$ cat src/hdl/lwhs_pkg.sv
// shared types and constants for the latency weighted home select block
// no dependencies; compiled before every other file of the block
`default_nettype none

package lwhs_pkg;

  // field widths
  localparam int WEIGHT_W = 32;
  localparam int TIME_W   = 16;
  localparam int INDEX_W  = 3;
  localparam int COUNT_W  = 4;
  localparam int FACTOR_W = 16;
  localparam int PROD_W   = WEIGHT_W + FACTOR_W;

  // default table depth
  localparam int DEF_MAX_HOMES = 8;

  // reset value of the home count register
  localparam logic [COUNT_W-1:0] HOME_COUNT_RESET = COUNT_W'(1);

  // q0.16 factors
  localparam logic [FACTOR_W-1:0] ALPHA_Q16   = 16'd46959;
  localparam logic [FACTOR_W-1:0] BETA_Q16    = 16'd18577;
  localparam logic [FACTOR_W-1:0] PASSIVE_Q16 = 16'd58982;

  // factor fed to the shared multiplier
  typedef enum logic [1:0] {
    FAC_BETA,
    FAC_ALPHA,
    FAC_PASSIVE
  } factor_sel_t;

  // sequencer states
  typedef enum logic [2:0] {
    ST_IDLE,
    ST_INIT,
    ST_MUL,
    ST_UPD,
    ST_RD,
    ST_FIN
  } state_t;

endpackage

`default_nettype wire

$ cat src/hdl/lwhs_if.sv
// request channels of the latency weighted home select block
// depends on lwhs_pkg for field widths
`default_nettype none

interface lwhs_in_if import lwhs_pkg::*; ();
  logic               valid;
  logic               ready;
  logic [INDEX_W-1:0] home_index;
  logic [TIME_W-1:0]  connect_time;

  modport source (output valid, output home_index, output connect_time, input ready);
  modport sink (input valid, input home_index, input connect_time, output ready);
endinterface

interface lwhs_out_if import lwhs_pkg::*; ();
  logic                valid;
  logic                ready;
  logic [INDEX_W-1:0]  best_home;
  logic [WEIGHT_W-1:0] min_weight;

  modport source (output valid, output best_home, output min_weight, input ready);
  modport sink (input valid, input best_home, input min_weight, output ready);
endinterface

interface lwhs_cfg_if import lwhs_pkg::*; ();
  logic               valid;
  logic               ready;
  logic [COUNT_W-1:0] home_count;

  modport source (output valid, output home_count, input ready);
  modport sink (input valid, input home_count, output ready);
endinterface

`default_nettype wire

$ cat src/hdl/latency_weighted_home_select_top.sv
// top level of the latency weighted home select block
// depends on lwhs_pkg, the channel interfaces in lwhs_if and lwhs_mul_unit
//
// usage
//   cfg_ch  : write of home_count (homes in use), taken every cycle; write it
//             only while the block is idle. a count above MAX_HOMES acts as
//             MAX_HOMES, a count of zero freezes all weights
//   in_ch   : one request = home_index plus connect_time in whole seconds
//   out_ch  : one result per request: best_home and its q16.16 min_weight
// sequencing
//   every home in use (at least one) goes through read, multiply and update
//   on the single shared multiplier. one request is worked on at a time;
//   in_ch.ready is high only while the sequencer idles, so a new request is
//   taken only after the result of the previous one has gone into the
//   output register
// reset
//   rst_n is synchronous, active low. all weights read as zero after reset
//   (valid bit per entry), home_count returns to 1, no result is pending
// stall
//   the result sits in an output register; a new request is taken while it
//   waits, and the next result is held back until out_ch drains the first
`default_nettype none

module latency_weighted_home_select_top import lwhs_pkg::*; #(
  parameter int MAX_HOMES = DEF_MAX_HOMES
) (
  input  wire logic     clk,
  input  wire logic     rst_n,
  lwhs_in_if.sink       in_ch,
  lwhs_out_if.source    out_ch,
  lwhs_cfg_if.sink      cfg_ch
);

  localparam int IW     = $clog2(MAX_HOMES);
  localparam int CW     = $clog2(MAX_HOMES + 1);
  localparam int CNTW   = (CW > COUNT_W) ? CW : COUNT_W;
  localparam int CMPW   = (IW > INDEX_W) ? IW : INDEX_W;

  // configuration
  logic [COUNT_W-1:0] home_count_r;

  // sequencer
  state_t state_r, state_nxt;
  logic [IW-1:0] idx_r;

  // captured request
  logic [INDEX_W-1:0] req_index_r;
  logic [TIME_W-1:0]  req_time_r;

  // weight store with a valid bit per entry, zero when not valid
  logic [WEIGHT_W-1:0]  mem [MAX_HOMES];
  logic [MAX_HOMES-1:0] wvalid_r;
  logic [WEIGHT_W-1:0]  rd_data_r;
  logic                 rd_valid_r;
  logic [WEIGHT_W-1:0]  cur_w;

  // running argmin
  logic [IW-1:0]       best_idx_r;
  logic [WEIGHT_W-1:0] best_w_r;

  // output register
  logic                out_valid_r;
  logic [INDEX_W-1:0]  out_home_r;
  logic [WEIGHT_W-1:0] out_weight_r;

  // control
  logic        in_take;
  logic        mul_en;
  factor_sel_t fac_sel;
  logic [WEIGHT_W-1:0] mul_a;
  logic        load_tb;
  logic        blend;
  logic        upd_step;
  logic        wr_en;
  logic        out_load;
  logic [WEIGHT_W-1:0] new_w;

  // active home count and last index of the scan
  logic [CNTW-1:0] cnt_ext;
  logic [CNTW-1:0] n_eff;
  logic [CNTW-1:0] n_last;
  logic            none_active;
  logic            is_last;
  logic            is_target;

  assign cnt_ext     = CNTW'(home_count_r);
  assign n_eff       = (cnt_ext > CNTW'(MAX_HOMES)) ? CNTW'(MAX_HOMES) : cnt_ext;
  assign none_active = (n_eff == '0);
  assign n_last      = none_active ? '0 : n_eff - CNTW'(1);
  assign is_last     = (CNTW'(idx_r) == n_last);
  assign is_target   = !none_active && (CMPW'(idx_r) == CMPW'(req_index_r));

  assign cur_w = rd_valid_r ? rd_data_r : '0;

  // channel handshakes
  assign in_ch.ready        = (state_r == ST_IDLE);
  assign in_take            = in_ch.valid && in_ch.ready;
  assign cfg_ch.ready       = 1'b1;
  assign out_ch.valid       = out_valid_r;
  assign out_ch.best_home   = out_home_r;
  assign out_ch.min_weight  = out_weight_r;

  // next state
  always_comb begin
    state_nxt = state_r;
    unique case (state_r)
      ST_IDLE: if (in_take) state_nxt = ST_INIT;
      ST_INIT: state_nxt = ST_MUL;
      ST_MUL:  state_nxt = ST_UPD;
      ST_UPD:  state_nxt = is_last ? ST_FIN : ST_RD;
      ST_RD:   state_nxt = ST_MUL;
      ST_FIN:  if (!out_valid_r || out_ch.ready) state_nxt = ST_IDLE;
      default: state_nxt = ST_IDLE;
    endcase
  end

  // sequencer outputs
  always_comb begin
    mul_en   = 1'b0;
    fac_sel  = FAC_PASSIVE;
    mul_a    = cur_w;
    load_tb  = 1'b0;
    blend    = 1'b0;
    upd_step = 1'b0;
    out_load = 1'b0;
    unique case (state_r)
      ST_INIT: begin
        // time * beta goes through the multiplier first
        mul_en  = 1'b1;
        fac_sel = FAC_BETA;
        mul_a   = WEIGHT_W'(req_time_r);
      end
      ST_MUL: begin
        mul_en  = 1'b1;
        fac_sel = is_target ? FAC_ALPHA : FAC_PASSIVE;
        load_tb = (idx_r == '0);
      end
      ST_UPD: begin
        blend    = is_target;
        upd_step = 1'b1;
      end
      ST_FIN: begin
        out_load = !out_valid_r || out_ch.ready;
      end
      default: begin
      end
    endcase
  end

  lwhs_mul_unit u_mul (
    .clk     (clk),
    .mul_en  (mul_en),
    .fac_sel (fac_sel),
    .mul_a   (mul_a),
    .load_tb (load_tb),
    .blend   (blend),
    .result  (new_w)
  );

  // with no homes in use the weight is only read, never changed
  logic [WEIGHT_W-1:0] upd_w;
  assign upd_w = none_active ? cur_w : new_w;
  assign wr_en = upd_step && !none_active;

  // control registers
  always_ff @(posedge clk) begin
    if (!rst_n) begin
      state_r      <= ST_IDLE;
      home_count_r <= HOME_COUNT_RESET;
      wvalid_r     <= '0;
      out_valid_r  <= 1'b0;
    end else begin
      state_r <= state_nxt;
      if (cfg_ch.valid && cfg_ch.ready) begin
        home_count_r <= cfg_ch.home_count;
      end
      if (wr_en) begin
        wvalid_r[idx_r] <= 1'b1;
      end
      if (out_load) begin
        out_valid_r <= 1'b1;
      end else if (out_ch.ready) begin
        out_valid_r <= 1'b0;
      end
    end
  end

  // weight memory, registered read at the scan index
  always_ff @(posedge clk) begin
    if (wr_en) begin
      mem[idx_r] <= upd_w;
    end
    rd_data_r  <= mem[idx_r];
    rd_valid_r <= wvalid_r[idx_r] && rst_n;
  end

  // scan datapath
  always_ff @(posedge clk) begin
    if (in_take) begin
      req_index_r <= in_ch.home_index;
      req_time_r  <= in_ch.connect_time;
      idx_r       <= '0;
    end
    if (upd_step) begin
      // strict less-than keeps the lowest index on ties
      if (idx_r == '0 || upd_w < best_w_r) begin
        best_w_r   <= upd_w;
        best_idx_r <= idx_r;
      end
      if (!is_last) begin
        idx_r <= idx_r + IW'(1);
      end
    end
    if (out_load) begin
      out_home_r   <= INDEX_W'(best_idx_r);
      out_weight_r <= best_w_r;
    end
  end

endmodule

`default_nettype wire

$ cat src/hdl/lwhs_mul_unit.sv
// shared multiply unit: weight times a q0.16 factor, registered,
// followed by the truncating shift and the saturating blend add; uses lwhs_pkg
`default_nettype none

module lwhs_mul_unit import lwhs_pkg::*; (
  input  wire logic                clk,
  input  wire logic                mul_en,
  input  wire factor_sel_t         fac_sel,
  input  wire logic [WEIGHT_W-1:0] mul_a,
  input  wire logic                load_tb,
  input  wire logic                blend,
  output logic      [WEIGHT_W-1:0] result
);

  logic [FACTOR_W-1:0] fac;
  logic [PROD_W-1:0]   prod_r;
  logic [WEIGHT_W-1:0] tb_r;
  logic [WEIGHT_W-1:0] kept;
  logic [WEIGHT_W:0]   sum;

  always_comb begin
    unique case (fac_sel)
      FAC_BETA:    fac = BETA_Q16;
      FAC_ALPHA:   fac = ALPHA_Q16;
      FAC_PASSIVE: fac = PASSIVE_Q16;
      default:     fac = PASSIVE_Q16;
    endcase
  end

  always_ff @(posedge clk) begin
    if (mul_en) begin
      prod_r <= PROD_W'(mul_a) * PROD_W'(fac);
    end
    // time * beta fits in 31 bits, so the low word holds it whole
    if (load_tb) begin
      tb_r <= prod_r[WEIGHT_W-1:0];
    end
  end

  assign kept = prod_r[PROD_W-1:FACTOR_W];
  assign sum  = {1'b0, kept} + {1'b0, tb_r};

  always_comb begin
    if (!blend) begin
      result = kept;
    end else if (sum[WEIGHT_W]) begin
      result = '1;
    end else begin
      result = sum[WEIGHT_W-1:0];
    end
  end

endmodule

`default_nettype wire
$ cat src/flat_wrapper.sv
// flat-port wrapper written by rule: the top's interface ports become plain ports
module latency_weighted_home_select_top_flat import lwhs_pkg::*;
#(
  parameter int MAX_HOMES = DEF_MAX_HOMES
)
  (clk, rst_n, in_ch_valid, in_ch_home_index, in_ch_connect_time, in_ch_ready, out_ch_valid, out_ch_best_home, out_ch_min_weight, out_ch_ready, cfg_ch_valid, cfg_ch_home_count, cfg_ch_ready);
  lwhs_in_if in_ch_i ();
  lwhs_out_if out_ch_i ();
  lwhs_cfg_if cfg_ch_i ();
  input  wire logic clk;
  input  wire logic rst_n;
  input wire logic [$bits(in_ch_i.valid)-1:0] in_ch_valid;
  input wire logic [$bits(in_ch_i.home_index)-1:0] in_ch_home_index;
  input wire logic [$bits(in_ch_i.connect_time)-1:0] in_ch_connect_time;
  output wire logic [$bits(in_ch_i.ready)-1:0] in_ch_ready;
  output wire logic [$bits(out_ch_i.valid)-1:0] out_ch_valid;
  output wire logic [$bits(out_ch_i.best_home)-1:0] out_ch_best_home;
  output wire logic [$bits(out_ch_i.min_weight)-1:0] out_ch_min_weight;
  input wire logic [$bits(out_ch_i.ready)-1:0] out_ch_ready;
  input wire logic [$bits(cfg_ch_i.valid)-1:0] cfg_ch_valid;
  input wire logic [$bits(cfg_ch_i.home_count)-1:0] cfg_ch_home_count;
  output wire logic [$bits(cfg_ch_i.ready)-1:0] cfg_ch_ready;
  assign in_ch_i.valid = in_ch_valid;
  assign in_ch_i.home_index = in_ch_home_index;
  assign in_ch_i.connect_time = in_ch_connect_time;
  assign in_ch_ready = in_ch_i.ready;
  assign out_ch_valid = out_ch_i.valid;
  assign out_ch_best_home = out_ch_i.best_home;
  assign out_ch_min_weight = out_ch_i.min_weight;
  assign out_ch_i.ready = out_ch_ready;
  assign cfg_ch_i.valid = cfg_ch_valid;
  assign cfg_ch_i.home_count = cfg_ch_home_count;
  assign cfg_ch_ready = cfg_ch_i.ready;
  latency_weighted_home_select_top #(.MAX_HOMES(MAX_HOMES)) u_core (.clk(clk), .rst_n(rst_n), .in_ch(in_ch_i), .out_ch(out_ch_i), .cfg_ch(cfg_ch_i));
endmodule
$ cat config.mk
export PLATFORM = sky130hd
export DESIGN_NAME = latency_weighted_home_select_top_flat
export DESIGN_NICKNAME = d
export VERILOG_FILES = /design/src/hdl/lwhs_pkg.sv /design/src/hdl/lwhs_if.sv /design/src/hdl/latency_weighted_home_select_top.sv /design/src/hdl/lwhs_mul_unit.sv /design/src/flat_wrapper.sv
export SDC_FILE = /design/constraint.sdc
export NUM_CORES = 2
export LEC_CHECK = 0
export CORE_ASPECT_RATIO = 0.7
export CORE_MARGIN = 1
export CORE_UTILIZATION = 55
export DETAILED_ROUTE_END_ITERATION = 16
export DONT_BUFFER_PORTS = 1
export PLACE_DENSITY = 0.7
export SYNTH_ARGS = -nofsm -noshare
export SYNTH_HDL_FRONTEND = slang
export SYNTH_SLANG_ARGS = --single-unit
$ cat constraint.sdc
create_clock -name clk -period 8.09 [get_ports clk]
set_input_delay 1.618 -clock clk [delete_from_list [all_inputs] [get_ports clk]]
set_output_delay 1.618 -clock clk [all_outputs]
set_load 0.02 [all_outputs]
After elaboration in Yosys (flattened, before gate mapping)
Memory sizes are Yosys's and may differ from the RTL's. A register that Yosys moved wholly into a read port is not among the register bits. Index checks and enable logic that the tools add are counted. Widths: inputs -> output; s select.

Add/sub/neg operators: 3. Shift-type cells: 0. Bitwise gates (word level): 1. Multiplexer cells: 30. Multiply operators: 1. Order comparisons: 4. Reduce and logical (&&, ||, !) cells: 18. Equality and inequality tests: 10. Div/mod/pow operators: 0.

Operators by type and width (count): $mux 32 (5); $mul 32x16->48 (1); $add 32x32->33 (1); $lt 32x32->1 (1); $pmux 16 s2 (1); $mux 3 (5); $pmux 3 s5 (1); $mux 1 (12); $mux 4 (2); $or 8x8->8 (1); $eq 3x2->1 const B (2); $eq 3x3->1 const B (2); $logic_not 3->1 (2); $logic_and 1x1->1 (5); $eq 3x4->1 (1); $gt 4x4->1 const B (1); $logic_not 4->1 (1); $lt 3x4->1 const B (1); $pmux 2 s2 (1); $reduce_and 2->1 (2); $reduce_or 2->1 (2); $sub 4x1->4 const B (1); $add 3x1->3 const B (1); $bmux 1 s3 (1); 12 further kinds (14).

Bits in registers: 189. Input bits: 28. Output and inout bits: 38. RAM bits: 256. Logic and storage cells: 82. Memories: 1. Bits in latches: 0. Memory bits (read-only): 0.

Memory list: u_core.mem (words 8, bits a word 32, rd ports 1, clocked after Yosys merged registers in 1, wr ports 1, line latency_weighted_home_select_top.sv:51) `logic [WEIGHT_W-1:0] mem [MAX_HOMES];`.

Logic depth before layout (Yosys ltp)
Depth in word-level cells: 11. Gate-level depth with buffers: 30. Mapped depth without buffers: 27.

Hierarchy
A second synthesis with hierarchy kept.

Cell total of the unflattened synthesis: 3071. Area, all modules: 34490.6 um^2.

Modules (own cells, without submodules): lwhs_mul_unit (area an instance 19671.4 um^2, seq. area each 2402.3 um^2, cells each 2099, times used 1); latency_weighted_home_select_top (area an instance 14819.2 um^2, seq. area each 11400.9 um^2, cells each 972, times used 1).

Least setup slack after synthesis
Ideal clock, no wire load.

Path kind: reg2reg. From: reg u_core.idx_r[0]. To: reg u_core.u_mul.prod_r[46], data pin. Path buffers: 4. Arrival time: 7.076 ns. Setup slack: 0.750 ns. Period minus slack after synthesis: 7.340 ns. Library setup time: 0.264 ns. Data required time: 7.826 ns. Cell stages (with the launch flop): 27. Cell sequence: dfxtp_1 buf_2 xnor2_1 nand3_1 nor4_1 clkbuf_1 buf_2 buf_2 nand2_1 fa_1 fa_1 fa_1 inv_1 fa_1 fa_1 inv_1 fa_1 inv_1 ha_1 nand3_4 or4_4 or2_1 o211ai_2 o2111ai_2 a31oi_2 o311ai_1 xnor2_1.

Word-level cells in the longest chain between the ends: 7. Elaborated cells on any way between the ends: 8. Those cells by class: 1 x mul; 2 x eq/ne; 3 x mux; 2 x reduce/logical.

Ends and longest elaborated chain: start, declared (line latency_weighted_home_select_top.sv:44) `logic [IW-1:0] idx_r;`; start signal, assigned (line latency_weighted_home_select_top.sv:211) `idx_r <= idx_r + IW'(1);`; $eq 3x3->1 * (line latency_weighted_home_select_top.sv:91) `assign is_target = !none_active && (CMPW'(idx_r) == CMPW'(req_index_r));`; $logic_and 1x1->1 * (line latency_weighted_home_select_top.sv:91); $mux 2 * (line latency_weighted_home_select_top.sv:135) `fac_sel = is_target ? FAC_ALPHA : FAC_PASSIVE;`; $pmux 2 s2 * (line latency_weighted_home_select_top.sv:126) `unique case (state_r)`; $eq 2x1->1 / $logic_not 2->1 (equally long branches) (line lwhs_mul_unit.sv:22) `unique case (fac_sel)`; $pmux 16 s2 * (line lwhs_mul_unit.sv:22); $mul 32x16->48 * (line lwhs_mul_unit.sv:32) `prod_r <= PROD_W'(mul_a) * PROD_W'(fac);`; end signal, assigned (line lwhs_mul_unit.sv:32); end, declared (line lwhs_mul_unit.sv:16) `logic [PROD_W-1:0] prod_r;`.

Mark *: on every way between the ends. The rest lies on a longest branch, timed or not. A chain may end at the register's enable or synchronous reset.

Worst setup path in the final report
From: reg u_core.state_r[1]. To: reg u_core.u_mul.prod_r[47], data pin.

Word-level cells in the longest chain between the ends: 5. Elaborated cells on any way between the ends: 8. Those cells by class: 1 x mul; 3 x eq/ne; 3 x mux; 1 x reduce/logical.

Ends and longest elaborated chain: start, declared (line latency_weighted_home_select_top.sv:43) `state_t state_r, state_nxt;`; start signal, assigned (line latency_weighted_home_select_top.sv:173) `state_r <= state_nxt;`; $eq 3x2->1 / $eq 3x1->1 (equally long branches) (line latency_weighted_home_select_top.sv:126); $pmux 2 s2 (line latency_weighted_home_select_top.sv:126); $eq 2x1->1 / $logic_not 2->1 (equally long branches) (line lwhs_mul_unit.sv:22); $pmux 16 s2 (line lwhs_mul_unit.sv:22); $mul 32x16->48 * (line lwhs_mul_unit.sv:32).

Marked as above.

==> reports/qor.yml <==
clocking:
  htreeDepth: 2
  clock-sinks: 477
  cts_tree: "yes"
  post_cts_buffers: 0
  numCtsBuffers: 47
  clk_path_buf_depth: 3
  clk_latency_ps: 610
  clockRootBuffer: "clkbuf_16"
  path_clk_slew_ps: 70
timing:
  fmax_mhz: 129
  timing.slew.headroom_pct: 14.9
  rsz0062_at_grt: "no"
  clock_skew_ps: 28.7
  hold_viol: 0
  period_needed_ps: 7730
  tightest_slew_ps: 1260
  setup_tns_ps: 0
  post-route-period-util_pct: 95.6
  setup_viol: 0
  slew_violations: 0
die:
  die_w_um: 297
  die_h_um: 209
  rows: 75
  ios: 66
  core_area_um2: 60100
  fp.dieArea_um2: 62000
  start_util_pct: 55.8
power:
  p_int_mw: 5.74
  swShare_pct: 35.4
  pwr-share-comb_pct: 36.9
  p_sw_mw: 3.15
  seqPwrFrac_pct: 37.4
  vdd_drop_max_uv: 174
  leakage_nw: 15.5
  powerDensity_nw_per_um2: 242
  p_clk_share_pct: 25.7
logic_synthesis:
  synth_warnings: 0
  synthFlopType: "edfxtp_1"
  ys_types: 94
  synthTopCellsByCount: "inv_1 (466), edfxtp_1 (425), fa_1 (364)"
  postSynthCellCount: 2836
  seq_area_frac_synth_pct: 41.2
  synth_edf_count: 425
  synth_area_leader_cell: "edfxtp_1"
  synth-async-reset-ratio_pct: 0
  synthMostInstantiatedCell: "inv_1"
  synth_top_area_share_pct: 38.1
  synth.avg_cell_area_um2: 11.8
  netlist_area_um2: 33500
  yosys_register_bits: 477
  synthTopCellsByArea: "edfxtp_1 (38%), fa_1 (22%), ha_1 (8.4%), inv_1 (5.2%), dfxtp_1 (3.1%)"
grt:
  grt_pass1_vias: 22251
  grt_pass1_wl_um: 132000
  grt_remaining_overflow: 0
  grt_max_degree: 48
  gr-usage-all-layers_pct: 28.0
  antenna_found_initial: 2
worst_setup_path:
  required_ps: 8420
  endpoint: "u_core.u_mul.prod_r[47]"
  crit_fanout: 31
  reg2regPathDepth: 23
  worst-r2r-setup-slack_ps: 360
  critPathCaptureType: "register"
  crit_path_start_kind: "register"
  r2r_start: "u_core.state_r[1]"
  arrival_ps: 8060
  crit_type: "register to register"
  setup.worst_path.start: "u_core.state_r[1]"
  r2r-end: "u_core.u_mul.prod_r[47]"
hold_path:
  min_path_type: "register to register"
placed_design:
  dpl_cell_area_um2: 35100
  globalplace.congestion: 0.975
  hpwl_um: 64600
  port_buffers: 0
flow_run:
  max_cap_violations: 0
final_layout:
  num-nets-final: 3538
  fin_area_um2: 36800
  drive_gt1_share_pct: 7.87
  areaGrowthSynthToFinish_pct: 9.68
detailed_routing:
  drt-pass1-iter-count: 5
  drtAntennaViolNets: 0
  drt_iter0_markers: 2052
  wire_per_inst_um: 22.6
  vias: 22234
  drc: 0
  routed_wl_um: 85100
  via_per_inst: 5.90
status:
  status: "finished, final reports clean"
worst max-delay path, stage by stage (launching register included):
cell      delay, ps
dfxtp_1         540
nand2b_1        190
or4_1           530
buf_4           280
buf_4           250
nor2_2          190
ha_1            290
a21o_1          190
fa_1            480
fa_1            690
fa_1            480
fa_1            510
inv_1            60
fa_1            490
inv_1            40
ha_1            350
o21ai_1         280
o21ai_0         200
nand3_1         130
nand3_1         220
o31ai_4         400
o21bai_1        180
a221o_1         350
xnor2_1         130
timing repair:
item	4_1_cts	5_1_grt
gates resized for setup	0	7
endpoints found under the setup margin	0	2
hold buffers	0	0
registers in the layout, summed over array words and instances, names as in the netlist:
name and cells:
u_core.state_r 3, u_core.rd_data_r 32, u_core.u_mul.prod_r 48, u_core.cnt_ext 4, u_core.mem 256, u_core.req_index_r 3
u_core.u_mul.tb_r 32, u_core.wvalid_r 8, u_core.out_ch.best_home 3, u_core.best_idx_r 3, u_core.req_time_r 16, u_core.out_ch.min_weight 32
u_core.out_ch.valid 1, u_core.idx_r 3, u_core.rd_valid_r 1, u_core.best_w_r 32
cell usage in the layout, fill, tap and decap left out, types with 48 or more instances in the layout:
cell / count
buf_4: 89
nand3_1: 49
a21oi_1: 113
clkbuf_16: 48
a21o_1: 61
nor2_1: 124
edfxtp_1: 425
inv_1: 466
a22oi_1: 135
o21ai_0: 77
nand4_1: 50
fa_1: 364
dfxtp_1: 51
ha_1: 224
conb_1: 50
xnor2_1: 101
nand2_1: 144
logic make-up (layout without fill, tap and decap cells):
group           Yosys count  after routing  share of synthesized area, %
other cells               2             51                        0.0224
flops                   477            477                          41.2
fa+ha+maj               592            592                          30.2
buf+inv                 573            650                          6.52
xor+xnor                124            124                          3.24
compound gates          555            555                          11.3
simple gates            505            505                          7.28
mux                       8              8                         0.246
through the flow:
step,hold WS (ps),power [mW],setup slack [ps],utilization (%),instances
after global placement,402,6.53,406,58.5,3681
after CTS,415,8.89,211,61.2,3769
final,418,8.89,359,61.2,3770
after floorplan,400,5.65,750,-,2884
after detailed placement,405,6.59,277,58.5,3681
after global routing,419,9.39,30.0,61.2,3769
power groups by stage:
stage | Clock (mW) | Combinational [mW] | Sequential, mW
after CTS | 2.32 | 3.26 | 3.32
after global placement | 0 | 3.16 | 3.37
after detailed placement | 0 | 3.22 | 3.37
after floorplan | 0 | 2.39 | 3.26
final | 2.28 | 3.28 | 3.33
after global routing | 2.41 | 3.66 | 3.33
how the worst min path moves through the flow:
stage / endpoint / depth (start not counted) / slack (ps) / from
after global placement: u_core.out_ch.best_home[2] / 0 / 400 / u_core.best_idx_r[2]
after detailed placement: u_core.u_mul.tb_r[6] / 0 / 400 / u_core.u_mul.prod_r[6]
final: u_core.u_mul.tb_r[13] / 0 / 420 / u_core.u_mul.prod_r[13]
after global routing: u_core.u_mul.tb_r[13] / 0 / 420 / u_core.u_mul.prod_r[13]
after floorplan: u_core.out_ch.best_home[0] / 0 / 400 / u_core.best_idx_r[0]
after CTS: u_core.u_mul.tb_r[13] / 0 / 420 / u_core.u_mul.prod_r[13]
per-layer routing:
layer  vias up  share of wire (%)  track usage [%]
li1       9935                  -                -
met1     11305                 45             43.2
met2       891                 45             41.9
met3       103                8.2             4.67
met4         0                1.8             5.97
met5         -                  0                0
final cells by class:
cell class	instances	area [um2]
fill	4712	23300
timing repair buffer	90	688
tap	808	1010
multi-input combinational	1834	17900
antenna	1	2.50
sequential	477	13800
clock buffer	69	1380
clock inverter	19	248
inverter	472	1770
(Power assumes the default switching activity.)
